## src/design/cordic_sine_fixed_core_assert.svh

```systemverilog
// ----------------------------------------------------------------------------
// CORDIC sine core assertion macros
// Concurrent assertion wrappers used at the end of the top level.
// ----------------------------------------------------------------------------
`ifndef CORDIC_SINE_FIXED_CORE_ASSERT_SVH
`define CORDIC_SINE_FIXED_CORE_ASSERT_SVH

// Same-cycle implication under synchronous reset.
`define CSF_ASSERT_IMPLY(label, clk, rst_n, ante, cons, msg) \
  label: assert property (@(posedge clk) disable iff (!rst_n) (ante) |-> (cons)) \
    else $error(msg);

// Implication with a fixed cycle delay.
`define CSF_ASSERT_DELAY(label, clk, rst_n, ante, dly, cons, msg) \
  label: assert property (@(posedge clk) disable iff (!rst_n) (ante) |-> ##dly (cons)) \
    else $error(msg);

`endif

```

## src/design/csf_pkg.sv

```systemverilog
// ----------------------------------------------------------------------------
// CORDIC sine core package
// Widths, angle constants, arctangent and gain words.
// ----------------------------------------------------------------------------
`timescale 1ns / 1ps
`default_nettype none

package csf_pkg;

  localparam int MaxIter     = 16;
  localparam int AngleW      = 12;
  localparam int SineW       = 10;
  localparam int IterW       = 5;
  localparam int CoordW      = 12;
  localparam int BetaW       = 12;
  localparam int GainW       = 8;
  localparam int ProdW       = CoordW + GainW + 1;
  localparam int GainShift   = 8;
  localparam int HalfTurn    = 1024;
  localparam int QuarterTurn = 512;
  localparam int UnitX       = 256;
  localparam int IterReset   = 9;
  localparam int SineMax     = 511;
  localparam int SineMin     = -512;
  localparam int Latency     = MaxIter + 3;

  function automatic logic signed [BetaW-1:0] atan_word(input int step);
    logic signed [BetaW-1:0] w;
    case (step)
      0:       w = BetaW'(256);
      1:       w = BetaW'(151);
      2:       w = BetaW'(80);
      3:       w = BetaW'(41);
      4:       w = BetaW'(20);
      5:       w = BetaW'(10);
      6:       w = BetaW'(5);
      7:       w = BetaW'(3);
      8:       w = BetaW'(1);
      9:       w = BetaW'(1);
      default: w = '0;
    endcase
    return w;
  endfunction

  function automatic logic [GainW-1:0] gain_word(input logic [IterW-1:0] n);
    logic [GainW-1:0] g;
    case (n)
      IterW'(0): g = GainW'(181);
      IterW'(1): g = GainW'(162);
      IterW'(2): g = GainW'(157);
      IterW'(3): g = GainW'(156);
      IterW'(4): g = GainW'(156);
      default:   g = GainW'(155);
    endcase
    return g;
  endfunction

endpackage

`default_nettype wire

```

## src/design/cordic_sine_fixed_core.sv

```systemverilog
// ----------------------------------------------------------------------------
// CORDIC sine core
// channel   ports                                   direction
// input     start, busy, in_angle                   command in
// result    out_strobe, out_sine                    strobe out, no back-pressure
// config    cfg_valid, cfg_ready, cfg_iterations    write in
//
// One angle per cycle; after acceptance each transaction passes through
// one fold stage, one stage per rotation step (16), one gain multiply
// stage and the output register, which holds its sine. busy stays low.
// Reset clears all valid bits and loads 9 rotation steps.
// cfg_ready is high only while no transaction is in flight and start is low.
// ----------------------------------------------------------------------------
`timescale 1ns / 1ps
`default_nettype none

module cordic_sine_fixed_core
  import csf_pkg::*;
(
  input  logic                     clk,
  input  logic                     rst_n,
  input  logic                     start,
  output logic                     busy,
  input  logic signed [AngleW-1:0] in_angle,
  output logic                     out_strobe,
  output logic signed [SineW-1:0]  out_sine,
  input  logic                     cfg_valid,
  output logic                     cfg_ready,
  input  logic [IterW-1:0]         cfg_iterations
);

  logic [IterW-1:0] iter_r;

  logic [MaxIter:0]          vld_r;
  logic                      neg_r [0:MaxIter];
  logic signed [CoordW-1:0]  x_r   [0:MaxIter];
  logic signed [CoordW-1:0]  y_r   [0:MaxIter];
  logic signed [BetaW-1:0]   z_r   [0:MaxIter];

  logic                      mul_vld_r;
  logic                      mul_neg_r;
  logic signed [ProdW-1:0]   prod_r;
  logic signed [ProdW-1:0]   prod_nxt;

  logic                      out_strobe_r;
  logic signed [SineW-1:0]   out_sine_r;
  logic signed [SineW-1:0]   out_sine_nxt;

  logic                      accept;
  logic signed [AngleW:0]    b0, b1, b2;
  logic                      f1, f2;
  logic signed [ProdW-1:0]   sh;
  logic signed [ProdW-1:0]   res;
  logic                      fold_ok;

  assign accept    = start && !busy;
  assign busy      = 1'b0;
  assign cfg_ready = !(|vld_r) && !mul_vld_r && !out_strobe_r && !start;

  always_ff @(posedge clk) begin
    if (!rst_n) begin
      iter_r <= IterW'(IterReset);
    end else if (cfg_valid && cfg_ready) begin
      iter_r <= cfg_iterations;
    end
  end

  // fold into -512..512, at most two half-turn corrections
  always_comb begin
    b0 = (AngleW+1)'(in_angle);
    f1 = (b0 < -QuarterTurn) || (b0 > QuarterTurn);
    if (b0 < -QuarterTurn) begin
      b1 = b0 + (AngleW+1)'(HalfTurn);
    end else if (b0 > QuarterTurn) begin
      b1 = b0 - (AngleW+1)'(HalfTurn);
    end else begin
      b1 = b0;
    end
    f2 = (b1 < -QuarterTurn) || (b1 > QuarterTurn);
    if (b1 < -QuarterTurn) begin
      b2 = b1 + (AngleW+1)'(HalfTurn);
    end else if (b1 > QuarterTurn) begin
      b2 = b1 - (AngleW+1)'(HalfTurn);
    end else begin
      b2 = b1;
    end
  end

  always_ff @(posedge clk) begin
    if (!rst_n) begin
      vld_r[0] <= 1'b0;
    end else begin
      vld_r[0] <= accept;
    end
  end

  always_ff @(posedge clk) begin
    neg_r[0] <= f1 ^ f2;
    x_r[0]   <= CoordW'(UnitX);
    y_r[0]   <= '0;
    z_r[0]   <= BetaW'(b2);
  end

  for (genvar k = 0; k < MaxIter; k++) begin : g_step
    logic                     act;
    logic                     sgn;
    logic signed [CoordW-1:0] tx, ty;
    logic signed [CoordW-1:0] x_nxt, y_nxt;
    logic signed [BetaW-1:0]  z_nxt;

    always_comb begin
      act = IterW'(k) < iter_r;
      sgn = z_r[k][BetaW-1];
      tx  = sgn ? -x_r[k] : x_r[k];
      ty  = sgn ? -y_r[k] : y_r[k];
      if (act) begin
        x_nxt = x_r[k] - (ty >>> k);
        y_nxt = y_r[k] + (tx >>> k);
        z_nxt = sgn ? (z_r[k] + atan_word(k)) : (z_r[k] - atan_word(k));
      end else begin
        x_nxt = x_r[k];
        y_nxt = y_r[k];
        z_nxt = z_r[k];
      end
    end

    always_ff @(posedge clk) begin
      if (!rst_n) begin
        vld_r[k+1] <= 1'b0;
      end else begin
        vld_r[k+1] <= vld_r[k];
      end
    end

    always_ff @(posedge clk) begin
      neg_r[k+1] <= neg_r[k];
      x_r[k+1]   <= x_nxt;
      y_r[k+1]   <= y_nxt;
      z_r[k+1]   <= z_nxt;
    end
  end

  assign prod_nxt = ProdW'(y_r[MaxIter]) * $signed(ProdW'({1'b0, gain_word(iter_r)}));

  always_ff @(posedge clk) begin
    if (!rst_n) begin
      mul_vld_r    <= 1'b0;
      out_strobe_r <= 1'b0;
    end else begin
      mul_vld_r    <= vld_r[MaxIter];
      out_strobe_r <= mul_vld_r;
    end
  end

  // scale, apply fold sign, clamp
  always_comb begin
    sh  = prod_r >>> GainShift;
    res = mul_neg_r ? -sh : sh;
    if (res > SineMax) begin
      out_sine_nxt = SineW'(SineMax);
    end else if (res < SineMin) begin
      out_sine_nxt = SineW'(SineMin);
    end else begin
      out_sine_nxt = SineW'(res);
    end
  end

  always_ff @(posedge clk) begin
    prod_r     <= prod_nxt;
    mul_neg_r  <= neg_r[MaxIter];
    out_sine_r <= out_sine_nxt;
  end

  assign out_strobe = out_strobe_r;
  assign out_sine   = out_sine_r;

  assign fold_ok = (z_r[0] >= -QuarterTurn) && (z_r[0] <= QuarterTurn);

`include "cordic_sine_fixed_core_assert.svh"

  `CSF_ASSERT_DELAY(a_latency, clk, rst_n, accept, Latency, out_strobe, "result strobe missing")
  `CSF_ASSERT_IMPLY(a_fold_range, clk, rst_n, vld_r[0], fold_ok, "folded angle out of range")
  `CSF_ASSERT_IMPLY(a_zero_steps, clk, rst_n, out_strobe && iter_r == '0, out_sine == '0, "zero steps")

endmodule

`default_nettype wire

```

## config.mk

```make
export PLATFORM = sky130hd
export DESIGN_NAME = cordic_sine_fixed_core
export DESIGN_NICKNAME = d
export VERILOG_FILES = /design/src/design/csf_pkg.sv /design/src/design/cordic_sine_fixed_core.sv
export VERILOG_INCLUDE_DIRS = /design/src /design/src/design
export SDC_FILE = /design/constraint.sdc
export NUM_CORES = 2
export LEC_CHECK = 0
export ABC_CLOCK_PERIOD_IN_PS = 9450
export BUFFER_PORTS_ARGS = -buffer_cell sky130_fd_sc_hd__buf_2
export CAP_MARGIN = 25
export CORE_MARGIN = 3
export CORE_UTILIZATION = 35
export CTS_CLUSTER_DIAMETER = 200
export DETAILED_ROUTE_END_ITERATION = 8
export PLACE_DENSITY = 0.6
export SLEW_MARGIN = 20
export SYNTH_ARGS = -nofsm -noshare
export SYNTH_HDL_FRONTEND = slang
export SYNTH_SLANG_ARGS = --single-unit
```

## constraint.sdc

```tcl
create_clock -name clk -period 9.45 [get_ports clk]
set_input_delay 0.4725 -clock clk [delete_from_list [all_inputs] [get_ports clk]]
set_output_delay 0.4725 -clock clk [all_outputs]
set_load 0.02 [all_outputs]
```

==> results.txt <==
Main synth FF type: dfxtp_1
Weighted congestion at the end of routability-driven global placement: 0.836
Master of the slowest instance on the critical path: nor2_1
Detailed-route DRC error count: 0
Post-placement worst setup slack: 2.75 ns
Post-DR wirelength/cell: 13.9 µm
Number of nets in the layout: 4700
Number of synthesized flops with an enable pin: 0
Register-to-register path setup slack: 2.63 ns
Area share of the leading cell type in the synthesized netlist: 0.286
Highest clock frequency the design can meet: 0.147 GHz
Run status: finished, final reports clean
Clock input transition at the sequential cells of the worst setup and hold paths: 0.06 ns
Largest net degree at the start of global routing: 73
Yosys Warn Count: 0
Area growth from synthesis to layout: 11.3%
Core Box Area: 0.101 mm²
Cell count of the worst hold path: 1
Startpoint of the most critical setup path: iter_r[2]
CTS HTree Levels: 2
Total wire length after detailed routing: 77500 µm
Final count of hold timing violations: 0
Height of the chip: 326 µm
Horizontal extent of the die: 326 µm
Sort of element at the end of the critical path: flop
Cells traversed along the worst timing path: a211o_1 > buf_4 > nor2_1 > nand2_1 > fa_1 > inv_1 > fa_1 > inv_1 > fa_1 > fa_1 > inv_1 > ha_1 > a21oi_1 > o21ai_0 > and2_1 > o31ai_1 > a21boi_1 > o41ai_1 > xnor2_1
CP Launch Type: flop
Fraction of layout cells with a size suffix above 1: 0.0661
Number of DRC violations after detailed-routing iteration 0: 1458
FILL cells: 10100
#FFs+latches synth: 512
Wire length of the first global-routing pass: 132000 µm
Total congestion overflow after global routing: 0
Most frequent cells in the layout: dfxtp_1, nand2_1, ha_1, o21ai_0, a21oi_1
Number of cells on the worst reg-to-reg path: 19
Initial core utilization: 0.355
Ratio of final minimum period to clock period: 0.722
Minimum clock period after layout: 6.82 ns
Endpoint required time on the critical path: 9.99 ns
Number of cells produced by synthesis: 4156
Reg-to-reg startpoint: iter_r[2]
Hold_sp: in_angle[9]
Total Routing Usage GR: 0.144
Clock Root Buffer: clkbuf_16
Clock sink count: 512
Most common cell type on the critical path: fa_1
Net count after synthesis: 4683
Initial antenna violation count: 5
Remaining max-slew budget at the tightest pin: 0.386
Sequential share of the synthesized area: 0.286
Unrepaired setup endpoints after global routing: false
Total CTS buffers: 60
CTS tree: yes
Clock latency on the worst-skew pair: 0.62 ns
Skew final: 0.0201 ns
Fraction of registers with async set or reset after synthesis: 0
Post-CTS Resized: 0
Crit path largest cell delay: 0.75 ns
Final setup viols: 0
Syn Std Cell Area: 0.0358 mm²
Most common cell after layout, fill and taps aside: dfxtp_1
Endpoint of the most critical register-to-register path: prod_r[16]
Slew at the pin closest to its max-slew limit: 0.914 ns
Via count of the first global-routing pass: 27000
Maximum fanout count along the critical path: 51
Mean number of vias per cell: 5.04
Count of pins over their slew limit: 0
Area leader, netlist: dfxtp_1
Number of optimization iterations in the first detailed-route pass: 7
Mean post-synth cell area: 8.62 µm²
Half-perimeter wire length of the detailed placement result: 58300 µm
Classification of the worst-slack hold path: primary input to flop
Kind of critical path: flop to flop
Placement Rows: 116
Reported max-cap violation count: 0
Top cells by area in the synthesized netlist: dfxtp_1, ha_1, fa_1, xnor2_1, o21ai_0
Vias post-DR: 28100
Worst path setup slack after routing: 2.63 ns
Bufs on Longest Clock Path: 3
Port bufs: 32
End of the worst hold path: z_r[0][9]
IO Pins: 34
Total negative slack for setup checks: 0 ns
Remaining antenna violation count: 0
Worst EP arrival: 7.36 ns
Cell variety after synth: 89
DIE AREA: 0.106 mm²
## cells in the mapped netlist, drive strengths merged (30+ instances only)
library cell,number
a21o,96
nand2,421
a31oi,30
a21oi,302
nand2b,59
xor2,172
mux2i,36
dfxtp,512
a211oi,36
mux2,42
and2,59
o31ai,58
xnor2,205
o21bai,61
o21a,61
nor2,251
inv,250
ha,407
nand3,47
o21ai,347
nor3b,44
nor3,72
clkbuf,93
fa,99
nor4,47
## cell type report
| type | instances | area, µm² | share of cell area |
|---|---|---|---|
| clock inverters | 35 | 553 | 0.0139 |
| diodes | 1 | 2.50 | 0.0000627 |
| well taps | 1357 | 1700 | 0.0426 |
| flip-flops and latches | 512 | 10300 | 0.257 |
| clock buffers | 76 | 1670 | 0.0419 |
| inverters | 250 | 938 | 0.0235 |
| repair buffers | 66 | 438 | 0.0110 |
| multi-input cells | 3283 | 24300 | 0.610 |
## worst max path at each step
stage	endpoint	slack, ns	cells past startpoint
floorplan	prod_r[16]	3.82	21
global placement	prod_r[16]	2.87	19
detailed placement	prod_r[16]	2.75	19
CTS	prod_r[16]	2.72	19
global route	prod_r[16]	2.23	19
finish	prod_r[16]	2.63	19
## critical path: cells and delay by family (launching register included)
kind	cells	cell delay, ns
XOR/XNOR	1	0.16
flip-flops	1	0.59
adder cells (fa/ha/maj)	5	2.41
buffers and inverters	4	0.43
AO/OA/AOI/OAI	6	1.98
AND/OR/NAND/NOR	3	1.17
## kinds of logic (layout without fill, tap and decap cells)
family,after synthesis,count (layout),share of synthesized area
AO/OA/AOI/OAI,1151,1151,0.202
flip-flops,512,512,0.286
AND/OR/NAND/NOR,1170,1170,0.161
multiplexers,78,78,0.0233
other,1,2,0.000105
buffers and inverters,361,427,0.0382
XOR/XNOR,377,377,0.0926
adder cells (fa/ha/maj),506,506,0.197
## sequential cells by signal, summed over array words and instances, names as in the netlist
name        count
prod_r         13
mul_vld_r       1
iter_r          5
z_r           126
mul_neg_r       1
y_r           167
vld_r          17
neg_r          17
x_r           154
out_strobe      1
out_sine       10
## metal layers
metal	part of all wire	vias to the layer above	global-route usage
met4	0.027	6	0.0420
met3	0.031	119	0.0186
met5	0.00052	-	0
met1	0.49	12900	0.193
met2	0.45	321	0.240
li1	-	14800	-
## repair_timing
action	4_1_cts	5_1_grt
setup buffers	0	0
hold endpoints to repair	9	0
hold buffers	9	0
## stage by stage
| stage | cell area [µm²] | std cells | hold slack (ns) | util |
|---|---|---|---|---|
| detailed placement | 37600 | 5459 | 0.312 | 0.372 |
| floorplan | 35800 | 4156 | 0.310 | - |
| global placement | 37600 | 5459 | 0.310 | 0.372 |
| global route | 39900 | 5579 | 0.0323 | 0.395 |
| CTS | 39900 | 5579 | 0.00140 | 0.395 |
| finish | 39900 | 5580 | 0.0574 | 0.395 |
Power is not shown: default switching activity piles up to over one toggle a cycle in this logic, so the estimate is an artifact.
